### src/sv/stes_pkg.sv
// stes_pkg: widths, types and register indexes of the surface texture extent setup
// no dependencies
`timescale 1ns / 1ps

package stes_pkg;

  localparam int unsigned PosW   = 24;  // vertex coordinate, Q16.8
  localparam int unsigned AxisW  = 24;  // axis component Q8.16, offset Q16.8
  localparam int unsigned SizeW  = 13;  // texture size
  localparam int unsigned ProdW  = 48;  // one coordinate times one axis component
  localparam int unsigned AccW   = 50;  // sum of three products
  localparam int unsigned ProjW  = 34;  // projection in Q.8
  localparam int unsigned DvW    = 42;  // magnitude of projection times 256
  localparam int unsigned DvCntW = 6;
  localparam int unsigned CoordW = 33;
  localparam int unsigned OrgW   = 25;
  localparam int unsigned SpanW  = 26;
  localparam int unsigned TriW   = 6;
  localparam int unsigned CfgIdxW = 3;

  typedef enum logic [CfgIdxW-1:0] {
    REG_S_AXIS_X = 3'd0,
    REG_S_AXIS_Y = 3'd1,
    REG_S_AXIS_Z = 3'd2,
    REG_S_SHIFT  = 3'd3,
    REG_T_AXIS_X = 3'd4,
    REG_T_AXIS_Y = 3'd5,
    REG_T_AXIS_Z = 3'd6,
    REG_T_SHIFT  = 3'd7
  } cfg_reg_e;

  typedef enum logic [2:0] {
    ST_IDLE,
    ST_MUL,
    ST_PROJ,
    ST_LOAD,
    ST_DIV,
    ST_DONE
  } state_e;

  // control from the sequencer to both dividers
  typedef struct packed {
    logic start;
    logic step;
  } div_ctrl_t;

endpackage

### src/sv/stes_in_if.sv
// stes_in_if: vertex item channel (valid, ready, vertex payload)
// depends on stes_pkg
`timescale 1ns / 1ps

interface stes_in_if
  import stes_pkg::*;
();
  logic                    valid;
  logic                    ready;
  logic signed [PosW-1:0]  pos_x;
  logic signed [PosW-1:0]  pos_y;
  logic signed [PosW-1:0]  pos_z;
  logic        [SizeW-1:0] tex_width;
  logic        [SizeW-1:0] tex_height;
  logic                    final_vertex;

  modport source (output valid, pos_x, pos_y, pos_z, tex_width, tex_height, final_vertex,
                  input ready);
  modport sink   (input valid, pos_x, pos_y, pos_z, tex_width, tex_height, final_vertex,
                  output ready);
endinterface

### src/sv/stes_out_if.sv
// stes_out_if: result item channel (valid, ready, coordinates, triangle, extents)
// depends on stes_pkg
`timescale 1ns / 1ps

interface stes_out_if
  import stes_pkg::*;
();
  logic                     valid;
  logic                     ready;
  logic signed [CoordW-1:0] coord_s;
  logic signed [CoordW-1:0] coord_t;
  logic                     tri_valid;
  logic        [TriW-1:0]   tri_second;
  logic        [TriW-1:0]   tri_third;
  logic                     extents_valid;
  logic signed [OrgW-1:0]   origin_s;
  logic signed [OrgW-1:0]   origin_t;
  logic        [SpanW-1:0]  span_s;
  logic        [SpanW-1:0]  span_t;
  logic                     overflow;

  modport source (output valid, coord_s, coord_t, tri_valid, tri_second, tri_third,
                  extents_valid, origin_s, origin_t, span_s, span_t, overflow,
                  input ready);
  modport sink   (input valid, coord_s, coord_t, tri_valid, tri_second, tri_third,
                  extents_valid, origin_s, origin_t, span_s, span_t, overflow,
                  output ready);
endinterface

### src/sv/stes_div.sv
// stes_div: bit-serial restoring divider, one quotient bit per cycle while step is held
// depends on stes_pkg
`timescale 1ns / 1ps

module stes_div
  import stes_pkg::*;
(
  input  logic             clk_i,
  input  div_ctrl_t        ctrl_i,
  input  logic [DvW-1:0]   dividend_i,
  input  logic [SizeW-1:0] divisor_i,
  output logic [DvW-1:0]   quot_o,
  output logic             rem_nz_o
);

  logic [DvW-1:0]   dv_q, dv_d;
  logic [SizeW-1:0] rem_q, rem_d;
  logic [SizeW-1:0] dsr_q;
  logic [SizeW:0]   trial;
  logic             ge;

  // dividend shifts out the top while quotient bits shift in at the bottom
  always_comb begin
    trial = {rem_q, dv_q[DvW-1]};
    ge    = trial >= {1'b0, dsr_q};
    rem_d = ge ? SizeW'(trial - {1'b0, dsr_q}) : trial[SizeW-1:0];
    dv_d  = {dv_q[DvW-2:0], ge};
  end

  always_ff @(posedge clk_i) begin
    if (ctrl_i.start) begin
      dv_q  <= dividend_i;
      rem_q <= '0;
      dsr_q <= divisor_i;
    end else if (ctrl_i.step) begin
      dv_q  <= dv_d;
      rem_q <= rem_d;
    end
  end

  assign quot_o   = dv_q;
  assign rem_nz_o = |rem_q;

endmodule

### src/sv/surface_texture_extent_setup.sv
// surface_texture_extent_setup: per-vertex texture coordinates, fan triangles, extents
// one item at a time: a vertex is accepted only in idle and passes through 7 multiply-accumulate
// steps, projection, divider load and 42 divide steps before its result is loaded into the
// output register; the next vertex is accepted only after that load
// reset: registers take their default axes, polygon state clears, no item pending
// depends on stes_pkg, stes_in_if, stes_out_if, stes_div
`timescale 1ns / 1ps

module surface_texture_extent_setup
  import stes_pkg::*;
#(
  parameter int unsigned MAX_VERTS = 64
) (
  input  logic                   clk_i,
  input  logic                   rst_ni,
  input  logic                   cfg_we_i,
  input  logic [CfgIdxW-1:0]     cfg_idx_i,
  input  logic [AxisW-1:0]       cfg_data_i,
  stes_in_if.sink                vtx_i,
  stes_out_if.source             res_o
);

  localparam int unsigned CntW = $clog2(MAX_VERTS + 1);

  // configuration registers
  logic signed [AxisW-1:0] s_ax_q, s_ay_q, s_az_q, s_sh_q;
  logic signed [AxisW-1:0] t_ax_q, t_ay_q, t_az_q, t_sh_q;

  always_ff @(posedge clk_i or negedge rst_ni) begin
    if (!rst_ni) begin
      s_ax_q <= AxisW'(65536);
      s_ay_q <= '0;
      s_az_q <= '0;
      s_sh_q <= '0;
      t_ax_q <= '0;
      t_ay_q <= AxisW'(65536);
      t_az_q <= '0;
      t_sh_q <= '0;
    end else if (cfg_we_i) begin
      case (cfg_reg_e'(cfg_idx_i))
        REG_S_AXIS_X: s_ax_q <= cfg_data_i;
        REG_S_AXIS_Y: s_ay_q <= cfg_data_i;
        REG_S_AXIS_Z: s_az_q <= cfg_data_i;
        REG_S_SHIFT:  s_sh_q <= cfg_data_i;
        REG_T_AXIS_X: t_ax_q <= cfg_data_i;
        REG_T_AXIS_Y: t_ay_q <= cfg_data_i;
        REG_T_AXIS_Z: t_az_q <= cfg_data_i;
        REG_T_SHIFT:  t_sh_q <= cfg_data_i;
        default: ;
      endcase
    end
  end

  // sequencer
  state_e state_q, state_d;
  logic [2:0]        step_q, step_d;
  logic [DvCntW-1:0] dcnt_q, dcnt_d;
  logic              accept, load_out;

  assign accept   = vtx_i.valid && vtx_i.ready;
  assign load_out = (state_q == ST_DONE) && (!res_o.valid || res_o.ready);
  assign vtx_i.ready = (state_q == ST_IDLE);

  always_comb begin
    state_d = state_q;
    step_d  = step_q;
    dcnt_d  = dcnt_q;
    case (state_q)
      ST_IDLE: begin
        step_d = '0;
        if (accept) state_d = ST_MUL;
      end
      ST_MUL: begin
        step_d = step_q + 3'd1;
        if (step_q == 3'd6) state_d = ST_PROJ;
      end
      ST_PROJ: state_d = ST_LOAD;
      ST_LOAD: begin
        dcnt_d  = DvCntW'(DvW);
        state_d = ST_DIV;
      end
      ST_DIV: begin
        dcnt_d = dcnt_q - DvCntW'(1);
        if (dcnt_q == DvCntW'(1)) state_d = ST_DONE;
      end
      ST_DONE: if (load_out) state_d = ST_IDLE;
      default: state_d = ST_IDLE;
    endcase
  end

  always_ff @(posedge clk_i or negedge rst_ni) begin
    if (!rst_ni) begin
      state_q <= ST_IDLE;
      step_q  <= '0;
      dcnt_q  <= '0;
    end else begin
      state_q <= state_d;
      step_q  <= step_d;
      dcnt_q  <= dcnt_d;
    end
  end

  // latched vertex
  logic signed [PosW-1:0] px_q, py_q, pz_q;
  logic [SizeW-1:0]       tw_q, th_q;
  logic                   fin_q;

  always_ff @(posedge clk_i) begin
    if (accept) begin
      px_q  <= vtx_i.pos_x;
      py_q  <= vtx_i.pos_y;
      pz_q  <= vtx_i.pos_z;
      // a zero size divides as one
      tw_q  <= (vtx_i.tex_width  == '0) ? SizeW'(1) : vtx_i.tex_width;
      th_q  <= (vtx_i.tex_height == '0) ? SizeW'(1) : vtx_i.tex_height;
      fin_q <= vtx_i.final_vertex;
    end
  end

  // one shared multiplier: step k forms product k, step k+1 accumulates it
  logic signed [PosW-1:0]  mul_a;
  logic signed [AxisW-1:0] mul_b;
  logic signed [ProdW-1:0] prod_q;
  logic signed [AccW-1:0]  acc_s_q, acc_t_q;

  always_comb begin
    case (step_q)
      3'd0:    begin mul_a = px_q; mul_b = s_ax_q; end
      3'd1:    begin mul_a = py_q; mul_b = s_ay_q; end
      3'd2:    begin mul_a = pz_q; mul_b = s_az_q; end
      3'd3:    begin mul_a = px_q; mul_b = t_ax_q; end
      3'd4:    begin mul_a = py_q; mul_b = t_ay_q; end
      default: begin mul_a = pz_q; mul_b = t_az_q; end
    endcase
  end

  always_ff @(posedge clk_i) begin
    if (state_q == ST_IDLE) begin
      acc_s_q <= '0;
      acc_t_q <= '0;
    end else if (state_q == ST_MUL) begin
      prod_q <= mul_a * mul_b;
      if (step_q >= 3'd1 && step_q <= 3'd3) acc_s_q <= acc_s_q + AccW'(prod_q);
      if (step_q >= 3'd4)                   acc_t_q <= acc_t_q + AccW'(prod_q);
    end
  end

  // projection: floor by 2^16 is the arithmetic shift, then the offset
  logic signed [ProjW-1:0] proj_s_q, proj_t_q;

  always_ff @(posedge clk_i) begin
    if (state_q == ST_PROJ) begin
      proj_s_q <= acc_s_q[AccW-1:16] + ProjW'(s_sh_q);
      proj_t_q <= acc_t_q[AccW-1:16] + ProjW'(t_sh_q);
    end
  end

  // divider setup: magnitude of projection times 256
  logic             neg_s_q, neg_t_q;
  logic [ProjW-1:0] mag_s, mag_t;
  div_ctrl_t        dctl;
  logic [DvW-1:0]   quot_s, quot_t;
  logic             rnz_s, rnz_t;

  assign mag_s      = proj_s_q[ProjW-1] ? ProjW'(-proj_s_q) : proj_s_q;
  assign mag_t      = proj_t_q[ProjW-1] ? ProjW'(-proj_t_q) : proj_t_q;
  assign dctl.start = (state_q == ST_LOAD);
  assign dctl.step  = (state_q == ST_DIV);

  always_ff @(posedge clk_i) begin
    if (state_q == ST_LOAD) begin
      neg_s_q <= proj_s_q[ProjW-1];
      neg_t_q <= proj_t_q[ProjW-1];
    end
  end

  stes_div u_div_s (
    .clk_i      (clk_i),
    .ctrl_i     (dctl),
    .dividend_i ({mag_s, 8'd0}),
    .divisor_i  (tw_q),
    .quot_o     (quot_s),
    .rem_nz_o   (rnz_s)
  );

  stes_div u_div_t (
    .clk_i      (clk_i),
    .ctrl_i     (dctl),
    .dividend_i ({mag_t, 8'd0}),
    .divisor_i  (th_q),
    .quot_o     (quot_t),
    .rem_nz_o   (rnz_t)
  );

  // polygon state: running extents, vertex count, saturation flag
  logic signed [ProjW-1:0] low_s_q, high_s_q, low_t_q, high_t_q;
  logic [CntW-1:0]         cnt_q;
  logic                    sat_q;
  logic                    room;

  localparam logic signed [ProjW-1:0] ExtPos = {1'b0, {(ProjW-1){1'b1}}};
  localparam logic signed [ProjW-1:0] ExtNeg = {1'b1, {(ProjW-1){1'b0}}};

  assign room = (cnt_q < CntW'(MAX_VERTS));

  always_ff @(posedge clk_i or negedge rst_ni) begin
    if (!rst_ni) begin
      low_s_q  <= ExtPos;
      high_s_q <= ExtNeg;
      low_t_q  <= ExtPos;
      high_t_q <= ExtNeg;
      cnt_q    <= '0;
      sat_q    <= 1'b0;
    end else if (state_q == ST_LOAD) begin
      if (proj_s_q < low_s_q)  low_s_q  <= proj_s_q;
      if (proj_s_q > high_s_q) high_s_q <= proj_s_q;
      if (proj_t_q < low_t_q)  low_t_q  <= proj_t_q;
      if (proj_t_q > high_t_q) high_t_q <= proj_t_q;
    end else if (load_out) begin
      if (fin_q) begin
        // polygon closes: back to the cleared state
        low_s_q  <= ExtPos;
        high_s_q <= ExtNeg;
        low_t_q  <= ExtPos;
        high_t_q <= ExtNeg;
        cnt_q    <= '0;
        sat_q    <= 1'b0;
      end else if (room) begin
        cnt_q <= cnt_q + CntW'(1);
      end else begin
        sat_q <= 1'b1;
      end
    end
  end

  // floor quotient from magnitude quotient, then clamp to Q17.16 range
  function automatic logic [CoordW-1:0] fix_coord(input logic [DvW-1:0] q,
                                                  input logic neg, input logic rnz);
    logic [DvW:0] r;
    r = {1'b0, q};
    if (neg) r = rnz ? ~r : (DvW+1)'(-r);
    if (r[DvW:CoordW-1] == '0 || r[DvW:CoordW-1] == '1) begin
      fix_coord = r[CoordW-1:0];
    end else if (r[DvW]) begin
      fix_coord = {1'b1, {(CoordW-1){1'b0}}};
    end else begin
      fix_coord = {1'b0, {(CoordW-1){1'b1}}};
    end
  endfunction

  // block alignment: floor and ceiling by 16 texels = 4096 in Q.8
  logic signed [ProjW-13:0] bs0, bt0, bs1, bt1;
  logic signed [ProjW:0]    hs_up, ht_up;
  logic signed [ProjW-13:0] ds, dt;
  logic [8:0]               n9;
  logic                     tri_v;

  assign bs0   = low_s_q[ProjW-1:12];
  assign bt0   = low_t_q[ProjW-1:12];
  assign hs_up = (ProjW+1)'(high_s_q) + (ProjW+1)'(4095);
  assign ht_up = (ProjW+1)'(high_t_q) + (ProjW+1)'(4095);
  assign bs1   = hs_up[ProjW-1:12];
  assign bt1   = ht_up[ProjW-1:12];
  assign ds    = bs1 - bs0;
  assign dt    = bt1 - bt0;
  assign n9    = 9'(cnt_q);
  assign tri_v = room && (n9 >= 9'd2);

  // output register
  logic                     ov_q;
  logic signed [CoordW-1:0] cs_q, ct_q;
  logic                     tv_q, ev_q, of_q;
  logic        [TriW-1:0]   t2_q, t3_q;
  logic signed [OrgW-1:0]   os_q, ot_q;
  logic        [SpanW-1:0]  ss_q, st_q;

  always_ff @(posedge clk_i or negedge rst_ni) begin
    if (!rst_ni) begin
      ov_q <= 1'b0;
    end else if (load_out) begin
      ov_q <= 1'b1;
    end else if (res_o.ready) begin
      ov_q <= 1'b0;
    end
  end

  always_ff @(posedge clk_i) begin
    if (load_out) begin
      cs_q <= fix_coord(quot_s, neg_s_q, rnz_s);
      ct_q <= fix_coord(quot_t, neg_t_q, rnz_t);
      tv_q <= tri_v;
      t2_q <= tri_v ? TriW'(n9 - 9'd1) : '0;
      t3_q <= tri_v ? n9[TriW-1:0] : '0;
      of_q <= sat_q || !room;
      ev_q <= fin_q;
      os_q <= fin_q ? {bs0[OrgW-5:0], 4'd0} : '0;
      ot_q <= fin_q ? {bt0[OrgW-5:0], 4'd0} : '0;
      ss_q <= fin_q ? {ds[SpanW-5:0], 4'd0} : '0;
      st_q <= fin_q ? {dt[SpanW-5:0], 4'd0} : '0;
    end
  end

  assign res_o.valid         = ov_q;
  assign res_o.coord_s       = cs_q;
  assign res_o.coord_t       = ct_q;
  assign res_o.tri_valid     = tv_q;
  assign res_o.tri_second    = t2_q;
  assign res_o.tri_third     = t3_q;
  assign res_o.extents_valid = ev_q;
  assign res_o.origin_s      = os_q;
  assign res_o.origin_t      = ot_q;
  assign res_o.span_s        = ss_q;
  assign res_o.span_t        = st_q;
  assign res_o.overflow      = of_q;

  // checks
  a_cnt_bound: assert property (@(posedge clk_i) disable iff (!rst_ni)
    cnt_q <= CntW'(MAX_VERTS))
    else $error("vertex count beyond limit");

  a_sat_full: assert property (@(posedge clk_i) disable iff (!rst_ni)
    sat_q |-> cnt_q == CntW'(MAX_VERTS))
    else $error("saturation flag without full count");

  a_accept_mul: assert property (@(posedge clk_i) disable iff (!rst_ni)
    accept |=> state_q == ST_MUL && step_q == 3'd0)
    else $error("accepted item did not start multiply");

  a_div_done: assert property (@(posedge clk_i) disable iff (!rst_ni)
    state_q == ST_DONE |-> dcnt_q == '0)
    else $error("result formed before divide finished");

endmodule
### src/flat_wrapper.sv
// flat-port wrapper written by rule: the top's interface ports become plain ports
module surface_texture_extent_setup_flat import stes_pkg::*;
#(
  parameter int unsigned MAX_VERTS = 64
)
  (clk_i, rst_ni, cfg_we_i, cfg_idx_i, cfg_data_i, vtx_i_valid, vtx_i_pos_x, vtx_i_pos_y, vtx_i_pos_z, vtx_i_tex_width, vtx_i_tex_height, vtx_i_final_vertex, vtx_i_ready, res_o_valid, res_o_coord_s, res_o_coord_t, res_o_tri_valid, res_o_tri_second, res_o_tri_third, res_o_extents_valid, res_o_origin_s, res_o_origin_t, res_o_span_s, res_o_span_t, res_o_overflow, res_o_ready);
  stes_in_if vtx_i_i ();
  stes_out_if res_o_i ();
  input  logic clk_i;
  input  logic rst_ni;
  input  logic cfg_we_i;
  input  logic [CfgIdxW-1:0] cfg_idx_i;
  input  logic [AxisW-1:0] cfg_data_i;
  input wire logic [$bits(vtx_i_i.valid)-1:0] vtx_i_valid;
  input wire logic [$bits(vtx_i_i.pos_x)-1:0] vtx_i_pos_x;
  input wire logic [$bits(vtx_i_i.pos_y)-1:0] vtx_i_pos_y;
  input wire logic [$bits(vtx_i_i.pos_z)-1:0] vtx_i_pos_z;
  input wire logic [$bits(vtx_i_i.tex_width)-1:0] vtx_i_tex_width;
  input wire logic [$bits(vtx_i_i.tex_height)-1:0] vtx_i_tex_height;
  input wire logic [$bits(vtx_i_i.final_vertex)-1:0] vtx_i_final_vertex;
  output wire logic [$bits(vtx_i_i.ready)-1:0] vtx_i_ready;
  output wire logic [$bits(res_o_i.valid)-1:0] res_o_valid;
  output wire logic [$bits(res_o_i.coord_s)-1:0] res_o_coord_s;
  output wire logic [$bits(res_o_i.coord_t)-1:0] res_o_coord_t;
  output wire logic [$bits(res_o_i.tri_valid)-1:0] res_o_tri_valid;
  output wire logic [$bits(res_o_i.tri_second)-1:0] res_o_tri_second;
  output wire logic [$bits(res_o_i.tri_third)-1:0] res_o_tri_third;
  output wire logic [$bits(res_o_i.extents_valid)-1:0] res_o_extents_valid;
  output wire logic [$bits(res_o_i.origin_s)-1:0] res_o_origin_s;
  output wire logic [$bits(res_o_i.origin_t)-1:0] res_o_origin_t;
  output wire logic [$bits(res_o_i.span_s)-1:0] res_o_span_s;
  output wire logic [$bits(res_o_i.span_t)-1:0] res_o_span_t;
  output wire logic [$bits(res_o_i.overflow)-1:0] res_o_overflow;
  input wire logic [$bits(res_o_i.ready)-1:0] res_o_ready;
  assign vtx_i_i.valid = vtx_i_valid;
  assign vtx_i_i.pos_x = vtx_i_pos_x;
  assign vtx_i_i.pos_y = vtx_i_pos_y;
  assign vtx_i_i.pos_z = vtx_i_pos_z;
  assign vtx_i_i.tex_width = vtx_i_tex_width;
  assign vtx_i_i.tex_height = vtx_i_tex_height;
  assign vtx_i_i.final_vertex = vtx_i_final_vertex;
  assign vtx_i_ready = vtx_i_i.ready;
  assign res_o_valid = res_o_i.valid;
  assign res_o_coord_s = res_o_i.coord_s;
  assign res_o_coord_t = res_o_i.coord_t;
  assign res_o_tri_valid = res_o_i.tri_valid;
  assign res_o_tri_second = res_o_i.tri_second;
  assign res_o_tri_third = res_o_i.tri_third;
  assign res_o_extents_valid = res_o_i.extents_valid;
  assign res_o_origin_s = res_o_i.origin_s;
  assign res_o_origin_t = res_o_i.origin_t;
  assign res_o_span_s = res_o_i.span_s;
  assign res_o_span_t = res_o_i.span_t;
  assign res_o_overflow = res_o_i.overflow;
  assign res_o_i.ready = res_o_ready;
  surface_texture_extent_setup #(.MAX_VERTS(MAX_VERTS)) u_core (.clk_i(clk_i), .rst_ni(rst_ni), .cfg_we_i(cfg_we_i), .cfg_idx_i(cfg_idx_i), .cfg_data_i(cfg_data_i), .vtx_i(vtx_i_i), .res_o(res_o_i));
endmodule
### config.mk
export PLATFORM = sky130hd
export DESIGN_NAME = surface_texture_extent_setup_flat
export DESIGN_NICKNAME = d
export VERILOG_FILES = /design/src/sv/stes_pkg.sv /design/src/sv/stes_in_if.sv /design/src/sv/stes_out_if.sv /design/src/sv/stes_div.sv /design/src/sv/surface_texture_extent_setup.sv /design/src/flat_wrapper.sv
export SDC_FILE = /design/constraint.sdc
export NUM_CORES = 2
export LEC_CHECK = 0
export ABC_CLOCK_PERIOD_IN_PS = 12600
export BUFFER_PORTS_ARGS = -buffer_cell sky130_fd_sc_hd__buf_4
export CAP_MARGIN = 20
export CORE_MARGIN = 5
export CORE_UTILIZATION = 45
export CTS_BUF_LIST = sky130_fd_sc_hd__clkbuf_16
export DETAILED_ROUTE_END_ITERATION = 7
export PLACE_DENSITY = 0.71
export SLEW_MARGIN = 10
export SYNTH_ARGS = -nofsm -noshare
export SYNTH_HDL_FRONTEND = slang
export SYNTH_SLANG_ARGS = --single-unit
### constraint.sdc
create_clock -name clk_i -period 12.6 [get_ports clk_i]
set_input_delay 1.89 -clock clk_i [delete_from_list [all_inputs] [get_ports clk_i]]
set_output_delay 1.89 -clock clk_i [all_outputs]
set_load 0.005 [all_outputs]
# After elaboration in Yosys (flattened, before gate mapping)
# Cells that the tools add are included.
[word_totals] register_bits=985 in_bits=131 out_inout_bits=185 word_cells=207
[classes] addsub=18 mul=1 order_cmp=11 eq_ne=29 muxes=45 n_bitwise=4 n_reduce_logical=45
[op_table] operator="34-bit two-way mux" n=14
[op_table] operator="43-bit two-way mux" n=6
[op_table] operator="42-bit two-way mux" n=4
[op_table] operator="33-bit two-way mux" n=4
[op_table] operator="24-bit one-hot mux with 5 select lines" n=1
[op_table] operator="50-bit by 48-bit adder with 50-bit output" n=2
[op_table] operator="42-bit negation with 43-bit output" n=2
[op_table] operator="42-bit NOT with 43-bit output" n=2
[op_table] operator="34-bit by 13-bit adder with 34-bit output (second input constant)" n=2
[op_table] operator="34-bit adder" n=2
[op_table] operator="34-bit greater-than comparator" n=2
[op_table] operator="34-bit < comparator" n=2
[op_table] operator="34-bit negation" n=2
[op_table] operator="24-bit by 24-bit multiplier with 48-bit output" n=1
[op_table] operator="24-bit one-hot mux with 2 select lines" n=1
[op_table] operator="22-bit subtractor" n=2
[op_table] operator="14-bit by 13-bit >= comparator with 1-bit output" n=2
[op_table] operator="13-bit zero test" n=2
[op_table] operator="13-bit two-way mux" n=2
[op_table] operator="13-bit OR reduction" n=2
[op_table] operator="13-bit subtractor" n=2
[op_table] operator="3-bit equality test (second input constant)" n=8
[op_table] operator="11-bit equality test (second input constant)" n=2
[op_table] operator="11-bit zero test" n=2
[op_table] operator="29 further kinds" n=82

# Depth between registers and ports, before layout
[depth] ltp_word=7 depth_mapped=38 ltp_nobuf=34

# By module
# From an unflattened synthesis, not the netlist that was laid out.
[unflattened] cells_unflattened=7497 hier_area_um2=76444.6
[modules_own_cells] mod="surface_texture_extent_setup" n_inst=1 cells_each=6947 area_each_um2=69457.9 seq_area_each_um2=22353.9
[modules_own_cells] mod="stes_div" n_inst=2 cells_each=275 area_each_um2=3493.4 seq_area_each_um2=1911.8

# Worst setup path after synthesis
# No wires, ideal clock.
[synth_path] kind="input -> register" startpoint="in res_o_ready" endpoint="reg u_core.high_s_q[10]" setup_ns=0.146 arrival_ns=10.679 required_ns=12.454 slack_ns=1.775 cell_stages=7 n_path_buf=2 cell_sequence="nor2b_1 > nor2_1 > nand2_1 > clkbuf_1 > clkbuf_1 > nand2_1 > mux2i_1"
[synth_between] elab_chain_cells=4
[synth_lines] element="from (decl)" line_no="flat_wrapper.sv:34" rtl="input wire logic [$bits(res_o_i.ready)-1:0] res_o_ready;"
[synth_lines] element="1-bit logical OR" line_no="surface_texture_extent_setup.sv:61" rtl="assign load_out = (state_q == ST_DONE) && (!res_o.valid || res_o.ready);"
[synth_lines] element="1-bit logical AND" line_no="surface_texture_extent_setup.sv:61"
[synth_lines] element="named net u_core.load_out" line_no="surface_texture_extent_setup.sv:58" rtl="logic accept, load_out;"
[synth_lines] element="2-bit nonzero test (no source line)"
[synth_lines] element="3-bit AND reduction (no source line)"
[synth_lines] element="to (signal assigned)" line_no="surface_texture_extent_setup.sv:209" rtl="high_s_q <= ExtNeg;"
[synth_lines] element="to (signal assigned)" line_no="surface_texture_extent_setup.sv:216" rtl="if (proj_s_q > high_s_q) high_s_q <= proj_s_q;"
[synth_lines] element="to (signal assigned)" line_no="surface_texture_extent_setup.sv:223" rtl="high_s_q <= ExtNeg;"
[synth_lines] element="to (decl)" line_no="surface_texture_extent_setup.sv:196" rtl="logic signed [ProjW-1:0] low_s_q, high_s_q, low_t_q, high_t_q;"
# The timed path passes the listed nets, and every way through them passes these cells.
# A chain may end at the register's enable or synchronous reset.

# Worst setup path in the final report
[layout_path] startpoint="reg u_core.step_q[2]" endpoint="reg u_core.prod_q[44], data pin"
[layout_between] elab_chain_cells=4 word_cells_on_any_way=10 cone_classes="1 x mul; 4 x eq/ne; 2 x mux; 3 x reduce/logical"
[layout_lines] element="from (decl)" line_no="surface_texture_extent_setup.sv:56" rtl="logic [2:0] step_q, step_d;"
[layout_lines] element="from (signal assigned)" line_no="surface_texture_extent_setup.sv:98" rtl="step_q <= step_d;"
[layout_lines] element="3-bit by 1-bit equality test with 1-bit output (tied with other cells)" line_no="surface_texture_extent_setup.sv:127" rtl="case (step_q)"
[layout_lines] element="2-bit OR reduction (no source line)"
[layout_lines] element="24-bit one-hot mux with 2 select lines" line_no="surface_texture_extent_setup.sv:127"
[layout_lines] element="24-bit by 24-bit multiplier with 48-bit output *" line_no="surface_texture_extent_setup.sv:142" rtl="prod_q <= mul_a * mul_b;"
[layout_lines] element="to (signal assigned)" line_no="surface_texture_extent_setup.sv:142"
[layout_lines] element="to (decl)" line_no="surface_texture_extent_setup.sv:123" rtl="logic signed [ProdW-1:0] prod_q;"
# Mark *: on every way between the ends. The rest lies on a longest branch, timed or not.

==> impl_metrics.toml <==
[yosys]
synth_area_sq_mm = 0.0754
synth_edf_count = 478
syn_inst = 7630
ys_async_sr_fraction_pct = 36.0
ys.flop_type = "edfxtp_1"
yosysTopAreaCell = "edfxtp_1"
synth-seq-cells = 969
yosysWarnings = 0
synth_common_cells = "921 x inv_1, 773 x nand2_1, 615 x fa_1"
yosys-top-cells-area = "edfxtp_1 19%, fa_1 16%, dfrtp_1 9.3%, ha_1 8.5%, inv_1 4.6%"
synthMostInstantiatedCell = "inv_1"
avgSynthCellArea_sq_um = 9.88
synth_top_area_share_pct = 19.0
synth_cell_types = 87
seq_area_frac_synth_pct = 34.5

[clock_network]
clk_path_buf_depth = 3
clkLatencyLatePin_ps = 730
cts_sinks = 969
clk_pin_slew_ps = 60
cts_resized = 0
cts_buffers = 103
postCtsHoldBufs = 0
post_cts_buffers = 0
htreeDepth = 3
cts_tree = "built"
cts_root_buf = "clkbuf_16"

[setup_path]
path_class = "reg2reg"
worst_path_max_delay_cell = "a21oi_2"
crit_top_cell = "fa_1"
worstPathRequired_ps = 13040
worstPathArrival_ps = 11640
slowest_delay_ps = 930
critPathCaptureType = "flop"
crit_buf_inv = 5
critPathMaxFanout = 27
setup.worst_path.start_class = "flop"
regToRegStartpoint = "u_core.step_q[2]"
startpoint = "u_core.step_q[2]"
crit_family = "compound AO/OA/AOI/OAI gates"

[floorplan]
dieArea_sq_mm = 0.176
row_count = 150
core_sq_mm = 0.167
die_w_um = 419
die_y_um = 419
initial_core_util_pct = 45.2
io_pins = 316

[global_routing]
grt_first_pass_wirelength_um = 322000
grt_usage_pct = 23.3
grt_antenna_before_repair = 5
grt_max_degree = 170
grt_pass1_vias = 57200
overflow = 0

[place]
dpl.hpwl_um = 159000
dp.cells = 9903
port_buffers = 299
gp_congestion = 0.950

[route]
drc = 0
drt_pre_antenna_iters = 6
drtIter0Drc = 4819
vias = 56800
wirelength_um = 208000
drtAntennaViolNets = 0
post_drt_wl_per_cell_um = 20.6
routed_via_density = 5.62

[run]
maxCapViolations = 0

[timing]
min_period_ps = 11200
setup_tns_ps = 0
skew_ps = 38.4
rsz0062_at_grt = "no"
timing.fmax_ghz = 0.0893
tightest_slew_ps = 1170
hold_viol = 0
slew_viol_final = 0
setup_viol_count_final = 0
period_share_pct = 88.9
slew_headroom_pct = 21.6

[min_path]
min_from = "u_core.tw_q[8]"
hp-class = "reg2reg"

[final_layout]
drive_gt1_share_pct = 11.7
area_growth_pct = 10.7
finalNonFillerCells = 10100
nNetsFinal = 9065
final_util_pct = 50.1
nFillCells = 15000

[status]
status = "finished, final reports clean"
layer usage:
layer	vias up	global-route usage, %	wire (um)	part of all wire, %
li1	26200	-	-	-
met1	28100	30.0	84300	41
met2	1919	38.3	98300	47
met3	514	2.63	12000	5.8
met4	0	13.2	13400	6.4
met5	-	0	0	0
worst paths after layout:
kind	endpoint	slack [ps]	cells past startpoint
worst max register to register	u_core.prod_q[44]	1400	30
worst max-delay path	u_core.prod_q[44]	1400	30
worst min register to register	u_core.u_div_s.dsr_q[8]	420	0
min in group asynchronous	u_core.cnt_q[0]	1200	1
worst min-delay path	u_core.u_div_s.dsr_q[8]	420	0
max in group asynchronous	u_core.t_ay_q[6]	9280	3
sequential cells by signal (all words and copies together) (netlist names), 33 cells and up:
register	flops
u_core.high_t_q	34
u_core.u_div_t.quot_o	42
u_core.proj_s_q	34
u_core.prod_q	48
u_core.u_div_s.quot_o	42
u_core.proj_t_q	34
u_core.res_o.coord_s	33
u_core.low_s_q	34
u_core.high_s_q	34
u_core.acc_t_q	50
u_core.low_t_q	34
u_core.res_o.coord_t	33
u_core.acc_s_q	50
cells in the final DEF (no fill, tap or decap), drive strengths merged, types with 111 or more instances in the layout:
master | synthesis | layout
a21oi | 429 | 429
fa | 615 | 615
nor3 | 117 | 117
inv | 921 | 947
and2 | 111 | 111
o21ai | 414 | 414
nand2 | 773 | 773
edfxtp | 478 | 478
dfrtp | 279 | 279
buf | 41 | 398
xnor2 | 276 | 276
ha | 513 | 513
mux2 | 219 | 219
nand3 | 121 | 121
a21o | 188 | 188
xor2 | 142 | 142
nor2 | 523 | 523
dfxtp | 142 | 142
worst register-to-register path, delay by kind of cell, from the launching register on:
| family | cells | cell delay (ps) |
|---|---|---|
| flops | 1 | 770 |
| fa+ha+maj | 9 | 4040 |
| buf+inv | 5 | 800 |
| compound gates | 12 | 4560 |
| simple gates | 3 | 590 |
| xor+xnor | 1 | 170 |
cell families (layout without fill, tap and decap cells):
family | Yosys count | after routing | share of synthesized area [%]
compound gates | 1477 | 1477 | 12.1
xor+xnor | 418 | 418 | 4.85
fa+ha+maj | 1128 | 1128 | 24.8
buf+inv | 1266 | 1517 | 6.42
flops | 969 | 969 | 34.5
mux | 318 | 318 | 4.58
other cells | 1 | 20 | 0.00497
simple gates | 2053 | 2053 | 12.7
stage by stage:
step | hold slack, ps | worst slack (ps) | instance area [sq um]
after CTS | 420 | 1320 | 83500
after detailed placement | 405 | 1380 | 80000
final | 419 | 1400 | 83500
after floorplan | 400 | 1770 | 75500
after global routing | 428 | 957 | 83500
after global placement | 402 | 1610 | 80000
cell type report:
class | count | area (sq um) | area share [%]
Clock inverter | 91 | 833 | 0.998
Sequential cell | 969 | 26000 | 31.2
Timing Repair Buffer | 398 | 3030 | 3.63
Tap cell | 2204 | 2760 | 3.30
Clock buffer | 104 | 2600 | 3.12
Antenna cell | 4 | 10.0 | 0.0120
Multi-Input combinational cell | 5410 | 44800 | 53.6
Inverter | 924 | 3470 | 4.15
Power is left out: the tool's default activity adds up to more than one toggle a clock period on the data nets, which glitch-free logic cannot reach.
